==> src/design/mer_pkg.sv <==
// ----------------------------------------------------------------------------
// mer_pkg
// Shared types and codes for the midpoint ellipse rasterizer: controller to
// datapath command and status structs, multiplier operand and writeback codes.
// ----------------------------------------------------------------------------
package mer_pkg;

  // width of the plotted coordinates
  localparam int PIX_W = 12;

  // multiplier operand pair select
  localparam int MUL_SEL_W = 3;
  localparam logic [MUL_SEL_W-1:0] MUL_RXRX   = 3'd0;  // rx * rx
  localparam logic [MUL_SEL_W-1:0] MUL_RYRY   = 3'd1;  // ry * ry
  localparam logic [MUL_SEL_W-1:0] MUL_RX2RY  = 3'd2;  // rx^2 * ry
  localparam logic [MUL_SEL_W-1:0] MUL_AA     = 3'd3;  // (2x+1)^2
  localparam logic [MUL_SEL_W-1:0] MUL_RY2P   = 3'd4;  // ry^2 * product
  localparam logic [MUL_SEL_W-1:0] MUL_BB     = 3'd5;  // (y-1)^2
  localparam logic [MUL_SEL_W-1:0] MUL_RX2P   = 3'd6;  // rx^2 * product
  localparam logic [MUL_SEL_W-1:0] MUL_RX2RY2 = 3'd7;  // rx^2 * ry^2

  // writeback of the product register
  localparam int WR_SEL_W = 4;
  localparam logic [WR_SEL_W-1:0] WR_NONE      = 4'd0;
  localparam logic [WR_SEL_W-1:0] WR_RX2       = 4'd1;  // rx^2 <= p
  localparam logic [WR_SEL_W-1:0] WR_RY2       = 4'd2;  // ry^2 <= p
  localparam logic [WR_SEL_W-1:0] WR_START_ACC = 4'd3;  // cross_y, start numerator
  localparam logic [WR_SEL_W-1:0] WR_ACC_P     = 4'd4;  // acc <= p
  localparam logic [WR_SEL_W-1:0] WR_ACC_ADD   = 4'd5;  // acc += 4p
  localparam logic [WR_SEL_W-1:0] WR_ACC_FIN   = 4'd6;  // acc += 2 - 4p
  localparam logic [WR_SEL_W-1:0] WR_DEC       = 4'd7;  // decision <= acc / 4
  localparam logic [WR_SEL_W-1:0] WR_DEC_R2    = 4'd8;  // same, enter region 2

  typedef struct packed {
    logic                 load_start;
    logic                 do_step;
    logic [MUL_SEL_W-1:0] mul_sel;
    logic [WR_SEL_W-1:0]  wr_sel;
    logic                 upd_active;
    logic [1:0]           pt_idx;
  } mer_cmd_t;

  typedef struct packed {
    logic active;
    logic switch_req;
    logic done;
  } mer_sts_t;

endpackage

==> src/design/mer_dp.sv <==
// ----------------------------------------------------------------------------
// mer_dp
// Datapath: walk registers, shared multiplier with registered product,
// decision accumulator and the four-way point generator.
// ----------------------------------------------------------------------------
module mer_dp import mer_pkg::*; #(
  parameter int RADIUS_BITS = 8,
  parameter int COORD_BITS  = 10
) (
  input  logic                   clk,
  input  logic                   rst_n,
  input  logic [COORD_BITS-1:0]  in_center_x,
  input  logic [COORD_BITS-1:0]  in_center_y,
  input  logic [RADIUS_BITS-1:0] in_radius_x,
  input  logic [RADIUS_BITS-1:0] in_radius_y,
  input  mer_cmd_t               cmd,
  output mer_sts_t               sts,
  output logic signed [PIX_W-1:0] out_pixel_x,
  output logic signed [PIX_W-1:0] out_pixel_y,
  output logic                   out_last_point,
  output logic                   out_ellipse_done
);

  localparam int R     = RADIUS_BITS;
  localparam int SX_W  = R + 1;
  localparam int SQ_W  = 2 * R;
  localparam int CR_W  = 3 * R + 2;
  localparam int DEC_W = 4 * R + 4;
  localparam int ACC_W = 4 * R + 8;
  localparam int MA_W  = 2 * R + 4;
  localparam int MB_W  = 2 * R;
  localparam int P_W   = MA_W + MB_W;
  localparam int OXW   = SX_W + 2;
  localparam int MXW   = (COORD_BITS > OXW) ? COORD_BITS : OXW;
  localparam int EXT_W = ((MXW > PIX_W) ? MXW : PIX_W) + 1;
  localparam logic signed [ACC_W-1:0] ACC_TWO   = ACC_W'(2);
  localparam logic signed [ACC_W-1:0] ACC_THREE = ACC_W'(3);

  logic [COORD_BITS-1:0] cx_r, cy_r;
  logic [R-1:0]          rx_r, ry_r;
  logic [SX_W-1:0]       x_r;
  logic [R-1:0]          y_r;
  logic [CR_W-1:0]       crx_r, cry_r;
  logic signed [DEC_W-1:0] dec_r;
  logic [SQ_W-1:0]       rx2_r, ry2_r;
  logic signed [ACC_W-1:0] acc_r;
  logic [P_W-1:0]        p_r;
  logic                  r2_r, active_r;

  logic [MA_W-1:0] ma;
  logic [MB_W-1:0] mb;
  logic [R+1:0]    a_odd;
  logic [R-1:0]    b_mag;

  // multiplier operands
  always_comb begin
    a_odd = {x_r, 1'b1};
    b_mag = (y_r == '0) ? R'(1) : (y_r - R'(1));
    case (cmd.mul_sel)
      MUL_RXRX: begin
        ma = MA_W'(rx_r);
        mb = MB_W'(rx_r);
      end
      MUL_RYRY: begin
        ma = MA_W'(ry_r);
        mb = MB_W'(ry_r);
      end
      MUL_RX2RY: begin
        ma = MA_W'(rx2_r);
        mb = MB_W'(ry_r);
      end
      MUL_AA: begin
        ma = MA_W'(a_odd);
        mb = MB_W'(a_odd);
      end
      MUL_RY2P: begin
        ma = p_r[MA_W-1:0];
        mb = ry2_r;
      end
      MUL_BB: begin
        ma = MA_W'(b_mag);
        mb = MB_W'(b_mag);
      end
      MUL_RX2P: begin
        ma = p_r[MA_W-1:0];
        mb = rx2_r;
      end
      MUL_RX2RY2: begin
        ma = MA_W'(rx2_r);
        mb = ry2_r;
      end
      default: begin
        ma = MA_W'(rx_r);
        mb = MB_W'(rx_r);
      end
    endcase
  end

  // accumulator operands and quarter-unit rounding toward zero
  logic signed [ACC_W-1:0] p_ext, rx2_ext, ry2_ext, acc_rnd, acc_q;
  assign p_ext   = signed'(ACC_W'(p_r));
  assign rx2_ext = signed'(ACC_W'(rx2_r));
  assign ry2_ext = signed'(ACC_W'(ry2_r));
  assign acc_rnd = acc_r + ACC_THREE;
  assign acc_q   = acc_r[ACC_W-1] ? (acc_rnd >>> 2) : (acc_r >>> 2);

  // one midpoint step
  logic [CR_W-1:0] crx_step, cry_step;
  logic            inc_x, dec_y;
  logic signed [DEC_W-1:0] dec_nxt, base_sx, crx_sx, cry_sx;
  assign crx_step = crx_r + CR_W'({ry2_r, 1'b0});
  assign cry_step = cry_r - CR_W'({rx2_r, 1'b0});
  assign inc_x    = r2_r ? !(dec_r > 0) : 1'b1;
  assign dec_y    = r2_r ? 1'b1 : !(dec_r < 0);
  assign base_sx  = signed'(DEC_W'(r2_r ? rx2_r : ry2_r));
  assign crx_sx   = inc_x ? signed'(DEC_W'(crx_step)) : '0;
  assign cry_sx   = dec_y ? signed'(DEC_W'(cry_step)) : '0;
  assign dec_nxt  = dec_r + base_sx + crx_sx - cry_sx;

  // walk and arithmetic registers
  always_ff @(posedge clk) begin
    p_r <= ma * mb;
    if (cmd.load_start) begin
      cx_r  <= in_center_x;
      cy_r  <= in_center_y;
      rx_r  <= in_radius_x;
      ry_r  <= in_radius_y;
      x_r   <= '0;
      y_r   <= in_radius_y;
      crx_r <= '0;
    end else if (cmd.do_step) begin
      if (inc_x) begin
        x_r   <= x_r + SX_W'(1);
        crx_r <= crx_step;
      end
      if (dec_y) begin
        y_r   <= y_r - R'(1);
        cry_r <= cry_step;
      end
      dec_r <= dec_nxt;
    end
    case (cmd.wr_sel)
      WR_RX2:       rx2_r <= p_r[SQ_W-1:0];
      WR_RY2:       ry2_r <= p_r[SQ_W-1:0];
      WR_START_ACC: begin
        cry_r <= {p_r[CR_W-2:0], 1'b0};
        acc_r <= (ry2_ext <<< 2) + rx2_ext + ACC_TWO - (p_ext <<< 2);
      end
      WR_ACC_P:     acc_r <= p_ext;
      WR_ACC_ADD:   acc_r <= acc_r + (p_ext <<< 2);
      WR_ACC_FIN:   acc_r <= acc_r - (p_ext <<< 2) + ACC_TWO;
      WR_DEC,
      WR_DEC_R2:    dec_r <= acc_q[DEC_W-1:0];
      default: ;
    endcase
  end

  // region and activity flags
  always_ff @(posedge clk) begin
    if (!rst_n) begin
      r2_r     <= 1'b0;
      active_r <= 1'b0;
    end else begin
      if (cmd.load_start) begin
        r2_r <= 1'b0;
      end else if (cmd.wr_sel == WR_DEC_R2) begin
        r2_r <= 1'b1;
      end
      if (cmd.upd_active) begin
        active_r <= !sts.done;
      end
    end
  end

  assign sts.active     = active_r;
  assign sts.switch_req = !r2_r && !(crx_r < cry_r);
  assign sts.done       = r2_r && (y_r == '0);

  // point generator, order (+x,+y) (-x,+y) (+x,-y) (-x,-y)
  logic signed [EXT_W-1:0] cxe, cye, offx, offy, sumx, sumy;
  assign cxe  = signed'(EXT_W'(cx_r));
  assign cye  = signed'(EXT_W'(cy_r));
  assign offx = signed'(EXT_W'({x_r, 2'b00}));
  assign offy = signed'(EXT_W'({y_r, 2'b00}));
  assign sumx = cmd.pt_idx[0] ? (cxe - offx) : (cxe + offx);
  assign sumy = cmd.pt_idx[1] ? (cye - offy) : (cye + offy);

  assign out_pixel_x      = signed'(sumx[PIX_W-1:0]);
  assign out_pixel_y      = signed'(sumy[PIX_W-1:0]);
  assign out_last_point   = (cmd.pt_idx == 2'd3);
  assign out_ellipse_done = sts.done;

`ifndef SYNTHESIS
  // region 2 is left only through a new start
  a_r2_sticky: assert property (@(posedge clk) disable iff (!rst_n)
    r2_r && !cmd.load_start |=> r2_r)
    else $error("region flag dropped without a start");

  // a walk step is only issued on a live ellipse
  a_step_active: assert property (@(posedge clk) disable iff (!rst_n)
    cmd.do_step |-> active_r)
    else $error("step issued while idle");
`endif

endmodule

==> src/design/mer_ctrl.sv <==
// ----------------------------------------------------------------------------
// mer_ctrl
// Controller: accepts items, sequences the shared multiplier for the start
// and region-switch values, and walks the four output beats of each step.
// ----------------------------------------------------------------------------
module mer_ctrl import mer_pkg::*; (
  input  logic     clk,
  input  logic     rst_n,
  input  logic     in_valid,
  output logic     in_stall,
  input  logic     in_opcode,
  output logic     out_valid,
  input  logic     out_stall,
  input  mer_sts_t sts,
  output mer_cmd_t cmd
);

  localparam logic [3:0] ST_IDLE  = 4'd0;
  localparam logic [3:0] ST_SQX   = 4'd1;
  localparam logic [3:0] ST_SQY   = 4'd2;
  localparam logic [3:0] ST_CRY   = 4'd3;
  localparam logic [3:0] ST_SACC  = 4'd4;
  localparam logic [3:0] ST_SDEC  = 4'd5;
  localparam logic [3:0] ST_CHECK = 4'd6;
  localparam logic [3:0] ST_AA    = 4'd7;
  localparam logic [3:0] ST_YA    = 4'd8;
  localparam logic [3:0] ST_BB    = 4'd9;
  localparam logic [3:0] ST_XB    = 4'd10;
  localparam logic [3:0] ST_XY    = 4'd11;
  localparam logic [3:0] ST_RACC  = 4'd12;
  localparam logic [3:0] ST_RDEC  = 4'd13;
  localparam logic [3:0] ST_EMIT  = 4'd14;

  localparam logic OP_START = 1'b0;

  logic [3:0] state_r, state_nxt;
  logic [1:0] pt_r, pt_nxt;
  logic       in_acc, out_acc;

  assign in_stall  = (state_r != ST_IDLE);
  assign out_valid = (state_r == ST_EMIT);
  assign in_acc    = in_valid && !in_stall;
  assign out_acc   = out_valid && !out_stall;

  // next state and commands
  always_comb begin
    state_nxt      = state_r;
    pt_nxt         = pt_r;
    cmd.load_start = 1'b0;
    cmd.do_step    = 1'b0;
    cmd.mul_sel    = MUL_RXRX;
    cmd.wr_sel     = WR_NONE;
    cmd.upd_active = 1'b0;
    cmd.pt_idx     = pt_r;
    case (state_r)
      ST_IDLE: begin
        if (in_acc) begin
          if (in_opcode == OP_START) begin
            cmd.load_start = 1'b1;
            state_nxt      = ST_SQX;
          end else if (sts.active) begin
            cmd.do_step = 1'b1;
            state_nxt   = ST_CHECK;
          end
        end
      end
      ST_SQX: begin
        cmd.mul_sel = MUL_RXRX;
        state_nxt   = ST_SQY;
      end
      ST_SQY: begin
        cmd.mul_sel = MUL_RYRY;
        cmd.wr_sel  = WR_RX2;
        state_nxt   = ST_CRY;
      end
      ST_CRY: begin
        cmd.mul_sel = MUL_RX2RY;
        cmd.wr_sel  = WR_RY2;
        state_nxt   = ST_SACC;
      end
      ST_SACC: begin
        cmd.wr_sel = WR_START_ACC;
        state_nxt  = ST_SDEC;
      end
      ST_SDEC: begin
        cmd.wr_sel = WR_DEC;
        state_nxt  = ST_CHECK;
      end
      ST_CHECK: begin
        state_nxt = sts.switch_req ? ST_AA : ST_EMIT;
      end
      // region-2 start value: ry2*(2x+1)^2 + 4*rx2*(y-1)^2 - 4*rx2*ry2 + 2
      ST_AA: begin
        cmd.mul_sel = MUL_AA;
        state_nxt   = ST_YA;
      end
      ST_YA: begin
        cmd.mul_sel = MUL_RY2P;
        state_nxt   = ST_BB;
      end
      ST_BB: begin
        cmd.mul_sel = MUL_BB;
        cmd.wr_sel  = WR_ACC_P;
        state_nxt   = ST_XB;
      end
      ST_XB: begin
        cmd.mul_sel = MUL_RX2P;
        state_nxt   = ST_XY;
      end
      ST_XY: begin
        cmd.mul_sel = MUL_RX2RY2;
        cmd.wr_sel  = WR_ACC_ADD;
        state_nxt   = ST_RACC;
      end
      ST_RACC: begin
        cmd.wr_sel = WR_ACC_FIN;
        state_nxt  = ST_RDEC;
      end
      ST_RDEC: begin
        cmd.wr_sel = WR_DEC_R2;
        state_nxt  = ST_EMIT;
      end
      ST_EMIT: begin
        if (out_acc) begin
          pt_nxt = pt_r + 2'd1;
          if (pt_r == 2'd3) begin
            cmd.upd_active = 1'b1;
            state_nxt      = ST_IDLE;
          end
        end
      end
      default: begin
        state_nxt = ST_IDLE;
      end
    endcase
  end

  // state registers
  always_ff @(posedge clk) begin
    if (!rst_n) begin
      state_r <= ST_IDLE;
      pt_r    <= 2'd0;
    end else begin
      state_r <= state_nxt;
      pt_r    <= pt_nxt;
    end
  end

`ifndef SYNTHESIS
  // no new item is taken while points are still going out
  a_in_closed: assert property (@(posedge clk) disable iff (!rst_n)
    out_valid |-> in_stall)
    else $error("input open during emission");

  // the fourth beat ends the emission
  a_four_beats: assert property (@(posedge clk) disable iff (!rst_n)
    out_acc && (pt_r == 2'd3) |=> !out_valid)
    else $error("emission ran past four beats");

  // points only go out once the region switch is settled
  a_settled: assert property (@(posedge clk) disable iff (!rst_n)
    out_valid |-> !sts.switch_req)
    else $error("emitting with region switch pending");
`endif

endmodule

==> src/design/midpoint_ellipse_rasterizer.sv <==
// ----------------------------------------------------------------------------
// midpoint_ellipse_rasterizer
// Two-region midpoint ellipse walker: a start item loads centre and radii,
// each step item advances one step; every live item gives four mirrored
// points at centre plus or minus 4x, 4y.
// ----------------------------------------------------------------------------
//  channel  | direction | ports                                   | beat
//  in_      | input     | valid, stall, opcode, center_x/y,       | one item
//           |           | radius_x/y                              |
//  out_     | output    | valid, stall, pixel_x/y, last_point,    | one point,
//           |           | ellipse_done                            | four per item
//
//  step item: accept, check state, then four output beats (out_stall can hold each)
//  start item: accept, multiply/setup states SQX, SQY, CRY, SACC, SDEC, check, then four beats
//  region switch adds states AA, YA, BB, XB, XY, RACC, RDEC on the single shared multiplier
//  a step on an idle walker is accepted and gives nothing
//  reset is synchronous on rst_n; out_stall holds the current point
// ----------------------------------------------------------------------------
module midpoint_ellipse_rasterizer import mer_pkg::*; #(
  parameter int RADIUS_BITS = 8,
  parameter int COORD_BITS  = 10
) (
  input  logic                    clk,
  input  logic                    rst_n,
  input  logic                    in_valid,
  output logic                    in_stall,
  input  logic                    in_opcode,
  input  logic [COORD_BITS-1:0]   in_center_x,
  input  logic [COORD_BITS-1:0]   in_center_y,
  input  logic [RADIUS_BITS-1:0]  in_radius_x,
  input  logic [RADIUS_BITS-1:0]  in_radius_y,
  output logic                    out_valid,
  input  logic                    out_stall,
  output logic signed [PIX_W-1:0] out_pixel_x,
  output logic signed [PIX_W-1:0] out_pixel_y,
  output logic                    out_last_point,
  output logic                    out_ellipse_done
);

  mer_cmd_t cmd;
  mer_sts_t sts;

  // sequencer
  mer_ctrl u_ctrl (
    .clk       (clk),
    .rst_n     (rst_n),
    .in_valid  (in_valid),
    .in_stall  (in_stall),
    .in_opcode (in_opcode),
    .out_valid (out_valid),
    .out_stall (out_stall),
    .sts       (sts),
    .cmd       (cmd)
  );

  // arithmetic and point generation
  mer_dp #(
    .RADIUS_BITS (RADIUS_BITS),
    .COORD_BITS  (COORD_BITS)
  ) u_dp (
    .clk              (clk),
    .rst_n            (rst_n),
    .in_center_x      (in_center_x),
    .in_center_y      (in_center_y),
    .in_radius_x      (in_radius_x),
    .in_radius_y      (in_radius_y),
    .cmd              (cmd),
    .sts              (sts),
    .out_pixel_x      (out_pixel_x),
    .out_pixel_y      (out_pixel_y),
    .out_last_point   (out_last_point),
    .out_ellipse_done (out_ellipse_done)
  );

endmodule
==> config.mk <==
export PLATFORM = sky130hd
export DESIGN_NAME = midpoint_ellipse_rasterizer
export DESIGN_NICKNAME = d
export VERILOG_FILES = /design/src/design/mer_pkg.sv /design/src/design/mer_dp.sv /design/src/design/mer_ctrl.sv /design/src/design/midpoint_ellipse_rasterizer.sv
export SDC_FILE = /design/constraint.sdc
export NUM_CORES = 2
export LEC_CHECK = 0
export ABC_AREA = 1
export BUFFER_PORTS_ARGS = -buffer_cell sky130_fd_sc_hd__buf_2
export CORE_AREA = 2 2 296 298
export CTS_CLUSTER_DIAMETER = 100
export DETAILED_ROUTE_END_ITERATION = 16
export DIE_AREA = 0 0 298 300
export MAX_ROUTING_LAYER = met4
export SLEW_MARGIN = 15
export SYNTH_ARGS = -nofsm -noshare
export SYNTH_HDL_FRONTEND = slang
export SYNTH_SLANG_ARGS = --single-unit
==> constraint.sdc <==
create_clock -name clk -period 17.1 [get_ports clk]
set_input_delay 3.42 -clock clk [delete_from_list [all_inputs] [get_ports clk]]
set_output_delay 3.42 -clock clk [all_outputs]
set_load 0.03 [all_outputs]
==> impl_metrics.env <==
export IMPL_status="complete, no violations"
export IMPL_end_kind="register"
export IMPL_critPathSlowestCell="o21ai_2"
export IMPL_worstMarginPinSlew_ns=1.13
export IMPL_layout_cells_most_common="nand2_1"
export IMPL_cp_top_family="adder cells"
export IMPL_nets=6332
export IMPL_vias=37400
export IMPL_cts_tree="built"
export IMPL_period_minus_slack_ns=7.67
export IMPL_skew_ns=0.0429
export IMPL_fin_tns_setup_ns=0
export IMPL_cp_common_cell="fa_1"
export IMPL_fillers=9032
export IMPL_rsz0062_at_grt="false"
export IMPL_syn2layout_area_growth_pct=7.82
export IMPL_htree_levels=2
export IMPL_post_cts_buffers=0
export IMPL_leakage_uw=0.0210
export IMPL_slew_headroom_pct=24.8
export IMPL_synthFlopType="edfxtp_1"
export IMPL_synth_area_per_cell_sq_um=6.97
export IMPL_worst_setup_path_start_kind="register"
export IMPL_drc=0
export IMPL_drive_gt1_share_pct=4.74
export IMPL_cp_required_ns=17.60
export IMPL_grt_pass1_vias=36800
export IMPL_async_flop_share_pct=0
export IMPL_dieArea_sq_mm=0.0894
export IMPL_io_pins=69
export IMPL_power_density_mw_per_mm2=135
export IMPL_total_power_uw=5600
export IMPL_synth_seq_cells=255
export IMPL_cts_buffers=37
export IMPL_post_dp_hpwl_um=123000
export IMPL_crit_chain="nand2_4 -> nor2_4 -> inv_1 -> nand4_4 -> o21ai_2 -> nor2_1 -> fa_1 -> inv_1 -> fa_1 -> fa_1 -> inv_1 -> fa_1 -> fa_1 -> fa_1 -> ha_1 -> a21oi_1 -> a21boi_0 -> o21ai_0 -> nand2_1 -> nand3_1 -> a21oi_1 -> xor2_1"
export IMPL_max_cap_viol_count=0
export IMPL_clk_pin_slew_ns=0.06
export IMPL_syn_inst=5527
export IMPL_gp_congestion=1.05
export IMPL_die_h_um=300
export IMPL_coreArea_sq_mm=0.0862
export IMPL_hp_class="register to register"
export IMPL_synth_edff_count=177
export IMPL_final_cell_mix="nand2_1, inv_1, nor2_1"
export IMPL_start_util_pct=44.7
export IMPL_grt_max_degree=45
export IMPL_worstSkewPairLatency_ns=0.60
export IMPL_first_pass_iters=8
export IMPL_syn_area_sq_mm=0.0385
export IMPL_portBuffers=68
export IMPL_hold_viol_final=0
export IMPL_path_class="register to register"
export IMPL_synth_seq_area_share_pct=17.8
export IMPL_setup_ws_ns=9.43
export IMPL_std_cell_rows=108
export IMPL_synth_cell_types=64
export IMPL_drt_iter0_drc=3641
export IMPL_ctsResizeCount=0
export IMPL_overflow=0
export IMPL_ant_nets=0
export IMPL_path_buf_inv=3
export IMPL_yosysWarnings=0
export IMPL_drv_slew=0
export IMPL_finalCritPeriodShare_pct=44.8
export IMPL_ir_drop_v=0.000162
export IMPL_clock_sinks=255
export IMPL_die_w_um=298
export IMPL_antenna_found_initial=1
export IMPL_grt_pass1_wl_um=223000
export IMPL_pre_cts_ws_ns=9.48
export IMPL_crit_fanout=22
export IMPL_cts_root_buf="clkbuf_16"
export IMPL_syn_nets=6276
export IMPL_critical_path_max_stage_delay_ns=0.94
export IMPL_setup_violations=0
export IMPL_viasPerCell=5.52
export IMPL_wl_um=146000
export IMPL_postCtsHoldBufs=0
export IMPL_fmax_ghz=0.130
export IMPL_numPlacedInstances=6699
export IMPL_arrival_ns=8.16
export IMPL_wl_per_cell_um=21.6
export IMPL_instances_no_fill=6768
export IMPL_clock_path_buffers=3
export IMPL_track_usage_pct=33.6
worst reg2reg max path, cell delays in order, from the launching register on:
cell and delay (ns):
dfxtp_1 0.39, nand2_4 0.18, nor2_4 0.08, inv_1 0.44
nand4_4 0.53, o21ai_2 0.94, nor2_1 0.17, fa_1 0.58
inv_1 0.05, fa_1 0.46, fa_1 0.52, inv_1 0.06
fa_1 0.61, fa_1 0.48, fa_1 0.46, ha_1 0.38
a21oi_1 0.27, a21boi_0 0.26, o21ai_0 0.13, nand2_1 0.08
nand3_1 0.14, a21oi_1 0.19, xor2_1 0.16
sequential cells by signal, summed over array words and instances (netlist names):
name	cells
u_ctrl.pt_r	2
u_ctrl.state_r	4
u_dp.acc_r	40
u_dp.active_r	1
u_dp.crx_r	25
u_dp.cry_r	25
u_dp.cx_r	10
u_dp.cy_r	10
u_dp.dec_r	36
u_dp.p_r	36
u_dp.r2_r	1
u_dp.rx2_r	16
u_dp.rx_r	8
u_dp.ry2_r	16
u_dp.ry_r	8
u_dp.x_r	9
u_dp.y_r	8
metrics by stage:
step / cell area, sq um / util (%) / hold WS, ns
after CTS: 41600 / 48.2 / 0.508
after global placement: 40100 / 46.6 / 0.487
final: 41600 / 48.2 / 0.513
after floorplan: 38500 / - / 0.454
after global routing: 41600 / 48.2 / 0.532
after detailed placement: 40100 / 46.6 / 0.496
worst paths after layout:
check	to	slack (ns)	depth (start not counted)	start
worst max-delay path	u_dp.p_r[34]	9.43	22	u_ctrl.state_r[0]
worst min-delay path	u_dp.active_r	0.51	2	u_dp.active_r
worst max register to register	u_dp.p_r[34]	9.43	22	u_ctrl.state_r[0]
worst min register to register	u_dp.active_r	0.51	2	u_dp.active_r
where the power goes:
part,switching [uW],total (uW),internal [uW]
Combinational,2540,3730,1190
Clock,346,909,563
Sequential,140,961,821
kinds of logic (layout without fill, tap and decap cells):
logic type / after synthesis / in the layout / synth area share, %
AO/OA/AOI/OAI: 760 / 760 / 11.2
XOR/XNOR: 145 / 145 / 3.29
adder cells (fa/ha/maj): 708 / 708 / 28.8
buffers and inverters: 1140 / 1225 / 11.5
flip-flops: 255 / 255 / 17.8
multiplexers: 1 / 1 / 0.0260
other: 0 / 1 / 0
AND/OR/NAND/NOR: 2518 / 2518 / 27.4
cells in the mapped netlist, drive strengths merged, types with 8 or more instances:
library cell | number | share of area [%]
nand2 | 1412 | 14
a31oi | 11 | 0.18
nor4 | 19 | 0.31
o21ai | 295 | 4.0
fa | 297 | 15
inv | 1057 | 10
edfxtp | 177 | 14
xnor2 | 37 | 0.84
clkbuf | 41 | 0.40
o22ai | 19 | 0.34
a22oi | 17 | 0.41
xor2 | 108 | 2.5
o2111ai | 15 | 0.40
and2 | 8 | 0.13
nand3 | 299 | 3.9
o21bai | 29 | 0.56
ha | 411 | 13
dfxtp | 78 | 4.1
nor2 | 564 | 5.7
a21oi | 320 | 4.2
nor3 | 72 | 0.95
nand4 | 93 | 1.7
nand3b | 16 | 0.31
a21o | 19 | 0.37
buf | 40 | 0.75
a21boi | 9 | 0.18
or2 | 23 | 0.37
final cells by class:
cell class	instances	area, sq um	area share (%)
clock inverters	28	449	1.08
flip-flops and latches	255	6880	16.5
multi-input cells	4132	27300	65.7
well taps	1155	1450	3.48
repair buffers	98	566	1.36
clock buffers	40	958	2.31
inverters	1059	3980	9.57
diodes	1	2.50	0.00602
layer usage:
layer / track usage [%] / vias to the layer above / share of wire [%]
met5: - / - / 0
met4: 15.1 / 0 / 5.4
met3: 5.02 / 316 / 7.8
met2: 51.5 / 1457 / 44
met1: 44.0 / 17800 / 43
li1: - / 17800 / -
Note: power is estimated with default switching activity, not from simulation.
